**src/rtl/idcp_pkg.sv**
```systemverilog
// idcp_pkg: shared types and constants for the increasing digit combination printer
// no dependencies; used by the text channel interface, the digit cell and the top level
`timescale 1ns / 1ps
`default_nettype none

package idcp_pkg;

	// field widths
	localparam int unsigned DIGIT_W = 4;
	localparam int unsigned COUNT_W = 4;
	localparam int unsigned CHAR_W  = 6;

	// decimal radix and the top-of-range arithmetic width
	localparam int unsigned DECIMAL_BASE = 10;
	localparam int unsigned SUM_W        = 5;

	// digit count after reset
	localparam logic [COUNT_W-1:0] COUNT_RESET = 4'd3;

	// ascii codes, low six bits
	localparam logic [CHAR_W-1:0] CHAR_ZERO  = 6'h30;
	localparam logic [CHAR_W-1:0] CHAR_COMMA = 6'h2C;
	localparam logic [CHAR_W-1:0] CHAR_SPACE = 6'h20;

	typedef logic [DIGIT_W-1:0] digit_t;
	typedef logic [COUNT_W-1:0] count_t;
	typedef logic [CHAR_W-1:0]  char_t;

	// control shared by every cell of the digit ring
	typedef struct packed {
		logic load_init;
		logic shift;
	} cell_ctl_t;

endpackage

`default_nettype wire

```
**src/rtl/idcp_req_if.sv**
```systemverilog
// idcp_req_if: request channel, valid/ready with the restart bit
// depends on idcp_pkg for nothing but house conventions
`timescale 1ns / 1ps
`default_nettype none

interface idcp_req_if;
	logic valid;
	logic ready;
	logic restart;

	modport source (output valid, output restart, input ready);
	modport sink (input valid, input restart, output ready);
endinterface

`default_nettype wire

```
**src/rtl/idcp_txt_if.sv**
```systemverilog
// idcp_txt_if: text channel, one character per transfer
// depends on idcp_pkg for the character type
`timescale 1ns / 1ps
`default_nettype none

interface idcp_txt_if;
	logic               valid;
	logic               ready;
	idcp_pkg::char_t    text_char;
	logic               last_of_run;
	logic               final_combination;

	modport source (output valid, output text_char, output last_of_run,
		output final_combination, input ready);
	modport sink (input valid, input text_char, input last_of_run,
		input final_combination, output ready);
endinterface

`default_nettype wire

```
**src/rtl/idcp_cell.sv**
```systemverilog
// idcp_cell: one digit position of the combination ring
// depends on idcp_pkg; holds one digit, shifts toward the head, flags its top value
`timescale 1ns / 1ps
`default_nettype none

module idcp_cell #(
	parameter int unsigned INDEX = 0
) (
	input  wire logic                clk,
	input  wire logic                arst_n,
	input  wire idcp_pkg::cell_ctl_t ctl,
	input  wire idcp_pkg::count_t    k,
	input  wire idcp_pkg::digit_t    right_d,
	input  wire idcp_pkg::digit_t    wrap_d,
	output idcp_pkg::digit_t         d,
	output logic                     sat
);

	idcp_pkg::digit_t d_q;
	logic in_ring;
	logic is_tail;

	// ring membership and the tail position that takes the updated head digit
	assign in_ring = k > idcp_pkg::COUNT_W'(INDEX);
	assign is_tail = k == idcp_pkg::COUNT_W'(INDEX + 1);

	// digit holds its highest legal value for this position
	assign sat = {1'b0, d_q} ==
		(idcp_pkg::SUM_W'(idcp_pkg::DECIMAL_BASE) - {1'b0, k} + idcp_pkg::SUM_W'(INDEX));

	assign d = d_q;

	// digit register: ascending start value, or shift along the ring
	always_ff @(posedge clk or negedge arst_n) begin
		if (!arst_n) begin
			d_q <= idcp_pkg::DIGIT_W'(INDEX);
		end else if (ctl.load_init) begin
			d_q <= idcp_pkg::DIGIT_W'(INDEX);
		end else if (ctl.shift && in_ring) begin
			d_q <= is_tail ? wrap_d : right_d;
		end
	end

endmodule

`default_nettype wire

```
**src/rtl/increasing_digit_combination_printer.sv**
```systemverilog
// increasing_digit_combination_printer: top level, request sequencer and digit ring
// depends on idcp_pkg, idcp_req_if, idcp_txt_if and idcp_cell
//
//   channel   dir  handshake          payload
//   req       in   valid/ready        restart
//   text      out  valid/ready        text_char, last_of_run, final_combination
//   cfg       in   cfg_we             cfg_wdata (digit_count)
//
// a request emits n characters (0, k, or k+2): the sequencer takes the request, finds the
// advancing digit, then sends the characters one after another.
// the ring of cells rotates once per request through its head cell, which forms each digit.
// reset, configuration writes and restart requests restore the ascending start digits at once, no sweep.
// a stalled text transfer holds the output register and the sequencer waits on it.
`timescale 1ns / 1ps
`default_nettype none

module increasing_digit_combination_printer #(
	parameter int unsigned MAX_DIGITS = 10
) (
	input  wire logic              clk,
	input  wire logic              arst_n,
	idcp_req_if.sink               req,
	idcp_txt_if.source             text,
	input  wire logic              cfg_we,
	input  wire idcp_pkg::count_t  cfg_wdata
);

	localparam int unsigned IDX_W = (MAX_DIGITS > 1) ? $clog2(MAX_DIGITS) : 1;

	typedef enum logic [2:0] {
		ST_IDLE,
		ST_PREP,
		ST_COMMA,
		ST_SPACE,
		ST_DIGITS
	} state_t;

	state_t              state_q;
	idcp_pkg::count_t    k_q;
	logic                started_q;
	logic                finished_q;
	logic                adv_q;
	logic                fin_q;
	logic [IDX_W-1:0]    pivot_q;
	logic [IDX_W-1:0]    pos_q;
	idcp_pkg::digit_t    prev_q;
	logic                out_valid_q;
	idcp_pkg::char_t     out_char_q;
	logic                out_last_q;
	logic                out_fin_q;

	idcp_pkg::digit_t    cell_d [MAX_DIGITS];
	logic [MAX_DIGITS-1:0] cell_sat;
	idcp_pkg::cell_ctl_t cell_ctl;

	logic                req_xfer;
	logic                out_free;
	logic                k_ok;
	logic [IDX_W-1:0]    piv;
	idcp_pkg::digit_t    d0_next;
	logic                fin;
	idcp_pkg::digit_t    nv;
	logic                last_digit;

	// handshakes
	assign req.ready = (state_q == ST_IDLE);
	assign req_xfer  = req.valid && req.ready;
	assign out_free  = !out_valid_q || text.ready;

	assign text.valid             = out_valid_q;
	assign text.text_char         = out_char_q;
	assign text.last_of_run       = out_last_q;
	assign text.final_combination = out_fin_q;

	// ring control
	assign cell_ctl.load_init = cfg_we || (req_xfer && req.restart);
	assign cell_ctl.shift     = (state_q == ST_DIGITS) && out_free;

	// row of digit cells, head at index zero
	for (genvar i = 0; i < MAX_DIGITS; i++) begin : g_cell
		idcp_pkg::digit_t right_d;
		if (i + 1 < MAX_DIGITS) begin : g_mid
			assign right_d = cell_d[i+1];
		end else begin : g_end
			assign right_d = '0;
		end
		idcp_cell #(.INDEX(i)) u_cell (
			.clk     (clk),
			.arst_n  (arst_n),
			.ctl     (cell_ctl),
			.k       (k_q),
			.right_d (right_d),
			.wrap_d  (nv),
			.d       (cell_d[i]),
			.sat     (cell_sat[i])
		);
	end

	// digit count in range
	assign k_ok = (k_q != '0) && (k_q <= idcp_pkg::COUNT_W'(MAX_DIGITS));

	// advancing position: highest active cell not yet at its top value
	always_comb begin
		piv = '0;
		for (int i = 0; i < MAX_DIGITS; i++) begin
			if ((idcp_pkg::COUNT_W'(i) < k_q) && !cell_sat[i]) begin
				piv = IDX_W'(i);
			end
		end
	end

	// the new combination is the last one when its first digit is ten minus k
	assign d0_next = (started_q && (piv == '0)) ? (cell_d[0] + 4'd1) : cell_d[0];
	assign fin = {1'b0, d0_next} ==
		(idcp_pkg::SUM_W'(idcp_pkg::DECIMAL_BASE) - {1'b0, k_q});

	// head digit update as it passes out of the ring
	always_comb begin
		if (!adv_q || (pos_q < pivot_q)) begin
			nv = cell_d[0];
		end else if (pos_q == pivot_q) begin
			nv = cell_d[0] + 4'd1;
		end else begin
			nv = prev_q + 4'd1;
		end
	end

	assign last_digit = idcp_pkg::COUNT_W'(pos_q) == (k_q - idcp_pkg::COUNT_W'(1));

	// sequencer and output register
	always_ff @(posedge clk or negedge arst_n) begin
		if (!arst_n) begin
			state_q     <= ST_IDLE;
			k_q         <= idcp_pkg::COUNT_RESET;
			started_q   <= 1'b0;
			finished_q  <= 1'b0;
			adv_q       <= 1'b0;
			fin_q       <= 1'b0;
			pivot_q     <= '0;
			pos_q       <= '0;
			prev_q      <= '0;
			out_valid_q <= 1'b0;
			out_char_q  <= '0;
			out_last_q  <= 1'b0;
			out_fin_q   <= 1'b0;
		end else begin
			if (out_valid_q && text.ready) begin
				out_valid_q <= 1'b0;
			end
			unique case (state_q)
				ST_IDLE: begin
					if (cfg_we) begin
						k_q        <= cfg_wdata;
						started_q  <= 1'b0;
						finished_q <= 1'b0;
					end
					if (req_xfer) begin
						if (req.restart) begin
							started_q  <= 1'b0;
							finished_q <= 1'b0;
						end
						state_q <= ST_PREP;
					end
				end
				ST_PREP: begin
					if (!k_ok || finished_q) begin
						state_q <= ST_IDLE;
					end else begin
						adv_q      <= started_q;
						pivot_q    <= piv;
						fin_q      <= fin;
						started_q  <= 1'b1;
						finished_q <= fin;
						pos_q      <= '0;
						state_q    <= started_q ? ST_COMMA : ST_DIGITS;
					end
				end
				ST_COMMA: begin
					if (out_free) begin
						out_valid_q <= 1'b1;
						out_char_q  <= idcp_pkg::CHAR_COMMA;
						out_last_q  <= 1'b0;
						out_fin_q   <= fin_q;
						state_q     <= ST_SPACE;
					end
				end
				ST_SPACE: begin
					if (out_free) begin
						out_valid_q <= 1'b1;
						out_char_q  <= idcp_pkg::CHAR_SPACE;
						out_last_q  <= 1'b0;
						out_fin_q   <= fin_q;
						state_q     <= ST_DIGITS;
					end
				end
				ST_DIGITS: begin
					if (out_free) begin
						out_valid_q <= 1'b1;
						out_char_q  <= idcp_pkg::CHAR_ZERO + {2'b00, nv};
						out_last_q  <= last_digit;
						out_fin_q   <= fin_q;
						prev_q      <= nv;
						pos_q       <= pos_q + IDX_W'(1);
						if (last_digit) begin
							state_q <= ST_IDLE;
						end
					end
				end
				default: begin
					state_q <= ST_IDLE;
				end
			endcase
		end
	end

	// the last combination can only follow the first
	a_finished_started: assert property (@(posedge clk) disable iff (!arst_n)
		finished_q |-> started_q)
		else $error("finished set without a started sequence");

	// digit position stays inside the active ring
	a_pos_in_ring: assert property (@(posedge clk) disable iff (!arst_n)
		(state_q == ST_DIGITS) |-> (idcp_pkg::COUNT_W'(pos_q) < k_q))
		else $error("digit position beyond the digit count");

	// a restart request reopens the sequence
	a_restart_clears: assert property (@(posedge clk) disable iff (!arst_n)
		(req_xfer && req.restart) |=> (!finished_q && !started_q))
		else $error("restart did not clear the sequence flags");

	// a run marks its last character only on a digit
	a_last_on_digit: assert property (@(posedge clk) disable iff (!arst_n)
		(out_valid_q && out_last_q) |-> (out_char_q != idcp_pkg::CHAR_COMMA)
			&& (out_char_q != idcp_pkg::CHAR_SPACE))
		else $error("run ended on a separator");

endmodule

`default_nettype wire

```
**src/flat_wrapper.sv**
```systemverilog
// flat-port wrapper written by rule: the top's interface ports become plain ports
module increasing_digit_combination_printer_flat 
#(
	parameter int unsigned MAX_DIGITS = 10
)
  (clk, arst_n, cfg_we, cfg_wdata, req_valid, req_restart, req_ready, text_valid, text_text_char, text_last_of_run, text_final_combination, text_ready);
  idcp_req_if req_i ();
  idcp_txt_if text_i ();
  input  wire logic clk;
  input  wire logic arst_n;
  input  wire logic cfg_we;
  input  wire idcp_pkg::count_t cfg_wdata;
  input wire logic [$bits(req_i.valid)-1:0] req_valid;
  input wire logic [$bits(req_i.restart)-1:0] req_restart;
  output wire logic [$bits(req_i.ready)-1:0] req_ready;
  output wire logic [$bits(text_i.valid)-1:0] text_valid;
  output wire logic [$bits(text_i.text_char)-1:0] text_text_char;
  output wire logic [$bits(text_i.last_of_run)-1:0] text_last_of_run;
  output wire logic [$bits(text_i.final_combination)-1:0] text_final_combination;
  input wire logic [$bits(text_i.ready)-1:0] text_ready;
  assign req_i.valid = req_valid;
  assign req_i.restart = req_restart;
  assign req_ready = req_i.ready;
  assign text_valid = text_i.valid;
  assign text_text_char = text_i.text_char;
  assign text_last_of_run = text_i.last_of_run;
  assign text_final_combination = text_i.final_combination;
  assign text_i.ready = text_ready;
  increasing_digit_combination_printer #(.MAX_DIGITS(MAX_DIGITS)) u_core (.clk(clk), .arst_n(arst_n), .req(req_i), .text(text_i), .cfg_we(cfg_we), .cfg_wdata(cfg_wdata));
endmodule
```
**config.mk**
```make
export PLATFORM = sky130hd
export DESIGN_NAME = increasing_digit_combination_printer_flat
export DESIGN_NICKNAME = d
export VERILOG_FILES = /design/src/rtl/idcp_pkg.sv /design/src/rtl/idcp_req_if.sv /design/src/rtl/idcp_txt_if.sv /design/src/rtl/idcp_cell.sv /design/src/rtl/increasing_digit_combination_printer.sv /design/src/flat_wrapper.sv
export SDC_FILE = /design/constraint.sdc
export NUM_CORES = 1
export LEC_CHECK = 0
export ABC_CLOCK_PERIOD_IN_PS = 7140
export BUFFER_PORTS_ARGS = -buffer_cell sky130_fd_sc_hd__buf_4
export CAP_MARGIN = 10
export CORE_MARGIN = 8
export CORE_UTILIZATION = 55
export CTS_CLUSTER_DIAMETER = 80
export DETAILED_ROUTE_END_ITERATION = 16
export PLACE_DENSITY = 0.72
export SLEW_MARGIN = 20
export SYNTH_ARGS = -nofsm -noshare
export SYNTH_HDL_FRONTEND = slang
export SYNTH_SLANG_ARGS = --single-unit
export TNS_END_PERCENT = 50
```
**constraint.sdc**
```tcl
create_clock -name clk -period 7.14 [get_ports clk]
set_clock_uncertainty 0.1 [all_clocks]
set_input_delay 1.428 -clock clk [delete_from_list [all_inputs] [get_ports clk]]
set_output_delay 1.428 -clock clk [all_outputs]
set_load 0.005 [all_outputs]
```
==> flow_summary_export.csv <==
group,metric,value,unit
synthesis,synth_nets,658,
layout,antenna_cells,0,
clocking,cts_hold_buf,0,
synthesis,synth_top_cell_by_area,"dfrtp_1",
timing,tightestPinTransition,1079,ps
placement,port_buffers,19,
synthesis,synth_xor_area_share,7.869,%
clocking,clk_latency,370,ps
synthesis,synth.area.mux_share,5.550,%
detailed_routing,drc,0,
synthesis,synthAdderAreaFrac,2.810,%
clocking,cts_setup_buffers,0,
worst_setup_path,cp.buffers_inverters,2,
hold_path,hp-class,"reg -> reg",
timing,rsz0062_at_grt,"false",
run,maxCapViolations,0,
worst_setup_path,cpLargestDelayFamily,"simple AND/OR/NAND/NOR gates",
die,die_h,114.6,um
grt,use_met3,4.747,%
layout,final_area,5700,sq um
layout,multi_input_area,3246,sq um
synthesis,yosys.area.top_type_share,25.76,%
detailed_routing,drt-total-wl,14.92,mm
clocking,clk_path_buf_depth,2,
timing,slew_headroom,28.04,%
clocking,cts.sinks,72,
synthesis,synth_edf_count,0,
grt,grt_pass1_wl,24.64,mm
detailed_routing,postRouteAntennaNets,0,
worst_setup_path,cp.arrival,4870,ps
hold_path,min_path_cells,1,
status,status,"finished clean",
clocking,cts_made_buffers,9,
layout,seqCellArea,1823,sq um
placement,place_ws,2576,ps
grt,antenna_found_initial,0,
synthesis,synthSimpleGateAreaFrac,21.83,%
timing,hold_ws,375.8,ps
grt,globalRouteTotalUtil,24.21,%
worst_setup_path,crit_path_frequent_cell,"inv_1",
worst_setup_path,slowest_stage,"ha_1",
layout,post-route-util,59.42,%
synthesis,yosys_warnings,0,
synthesis,synth-compound-area-share,22.62,%
power_and_ir_drop,p_per_area,434.1,nW/um^2
placement,place_area,5494,sq um
timing,timing.final.crit_share,65.39,%
clocking,root_buffer,"clkbuf_8",
synthesis,async_flop_share,100.0,%
synthesis,synth.area.top_cells,"dfrtp_1 26%, dfstp_2 8.4%, nand2_1 6.2%, o21ai_0 4.9%, mux2i_1 4.5%",
layout,drive_gt1_share,13.50,%
worst_setup_path,required,7340,ps
die,rows,36,
timing,layout_setup_ws,2471,ps
grt,grt_overflow,0,
worst_setup_path,cp.depth,11,
timing,fin_crit,4669,ps
synthesis,synth_top_family_by_area,"compound AO/OA/AOI/OAI gates",
clocking,cts-resized-gates,0,
layout,nFillCells,843,
die,ios,20,
synthesis,synthCells,636,
die,die_x,114.6,um
placement,place_hpwl,10.44,mm
placement,gp_congestion,0.9692,
timing,fin_setup_tns,0,ps
die,dieArea,13120,sq um
synthesis,synth_area,5343,sq um
worst_setup_path,crit_type,"reg -> reg",
timing,clock.fmax,0.2142,GHz
worst_setup_path,slowest_delay,1100,ps
timing,finalMaxSlewViolations,0,
detailed_routing,vias,4803,
die,core_area,9594,sq um
grt,grt_max_degree,73,
detailed_routing,firstDrtPassIters,5,
clocking,cts_tree,"done",
layout,area_growth,6.698,%
synthesis,yosysMostFrequentCell,"nand2_1",
power_and_ir_drop,p_leak,2.541,nW
clocking,clk_pin_slew,90,ps
die,start_util,55.69,%
clocking,cts_max_level,3,
worst_setup_path,end_kind,"flip-flop",
layout,nets,654,
grt,met2_usage,37.16,%
synthesis,ys_ff_latch,72,
synthesis,yosysSeqAreaShare,34.12,%
detailed_routing,drtIter0Drc,490,
power_and_ir_drop,peakVddDrop,199.9,uV
detailed_routing,wire_per_inst,19.37,um
synthesis,syn_avg_cell_area,8.400,sq um
worst_setup_path,crit_path_start_kind,"flip-flop",
grt,grt_use_met1,32.77,%
timing,final-hold-violation-count,0,
synthesis,synth_commonest_cells,"88 x nand2_1, 55 x dfrtp_1, 52 x o21ai_0, 50 x nor2_1, 39 x a21oi_1",
timing,setup-violations-final,0,
worst_setup_path,cp_cell_sequence,"inv_1, ha_1, inv_1, nor3_1, xor3_1, o41ai_2, and3_2, nand4_4, nor4b_1, nor3b_2, o21ai_1",
synthesis,ys.flop_type,"dfrtp_1",
grt,first_global_vias,4604,
worst_setup_path,crit_fanout,32,
synthesis,synth_cell_types,81,
worst_setup_path,reg2regPathDepth,11,
detailed_routing,vias_per_cell,6.238,
grt,busiest_layer,"met2",
## per-layer routing
layer | wire [um] | share of wire (%)
met4 | 318 | 2.1
met2 | 6800 | 46
met5 | 0 | 0
met3 | 993 | 6.7
met1 | 6806 | 46
## state kept, by name, indices dropped and copies added (netlist names)
signal and flops:
u_core.prev_q 4, u_core.fin_q 1, u_core.text.text_char 6, u_core.adv_q 1, u_core.k_q 4, u_core.text.last_of_run 1
u_core.started_q 1, u_core.g_cell.u_cell.d 40, u_core.state_q 3, u_core.finished_q 1, u_core.text.valid 1, u_core.text.final_combination 1
u_core.pos_q 4, u_core.pivot_q 4
## worst paths after layout
kind                       slack [ps]                           end                      from
setup / recovery                 2470                  u_core.fin_q             u_core.k_q[0]
hold / removal                    380      u_core.text.text_char[5]  u_core.text.text_char[5]
setup reg to reg                 2470                  u_core.fin_q             u_core.k_q[0]
hold reg to reg                   380      u_core.text.text_char[5]  u_core.text.text_char[5]
max in group asynchronous        5230  u_core.g_cell[5].u_cell.d[3]                    arst_n
min in group asynchronous        1070                 u_core.k_q[2]                    arst_n
## per-stage QoR
step	power [mW]	cells
final	2.475	770
after global routing	2.665	770
after CTS	2.458	770
after detailed placement	2.112	754
after global placement	2.078	754
after floorplan	1.803	636
## cell usage in the layout (no fill, tap or decap), drive strengths merged, types with 6 or more instances in the layout
| cell | n |
|---|---|
| nand2 | 89 |
| o21ai | 60 |
| dfrtp | 55 |
| nor2 | 50 |
| a21oi | 41 |
| buf | 25 |
| mux2i | 24 |
| xnor2 | 24 |
| inv | 22 |
| nand3 | 18 |
| xor2 | 17 |
| dfstp | 17 |
| nor3 | 14 |
| nor2b | 13 |
| nand2b | 13 |
| ha | 12 |
| o22ai | 11 |
| a31oi | 10 |
| clkbuf | 9 |
| and3 | 6 |
## area by class of cell
type                            count  area share (%)
Multi-Input combinational cell    504           56.94
Clock buffer                        9           2.173
Sequential cell                    72           31.98
Inverter                           20           1.317
Tap cell                          133           2.919
Timing Repair Buffer               25           3.292
Clock inverter                      7           1.383
## where the power goes
group / switching (mW) / internal, mW / total, mW
combinational: 0.929 / 0.594 / 1.52
clock: 0.173 / 0.165 / 0.338
sequential: 0.121 / 0.494 / 0.615
total: 1.22 / 1.25 / 2.47
## cells by family after synthesis
logic type               Yosys count
AO/OA/AOI/OAI                    183
XOR/XNOR                          43
adder cells (fa/ha/maj)           12
buffers and inverters             60
flip-flops                        72
multiplexers                      29
AND/OR/NAND/NOR                  237
(Power assumes the default switching activity.)
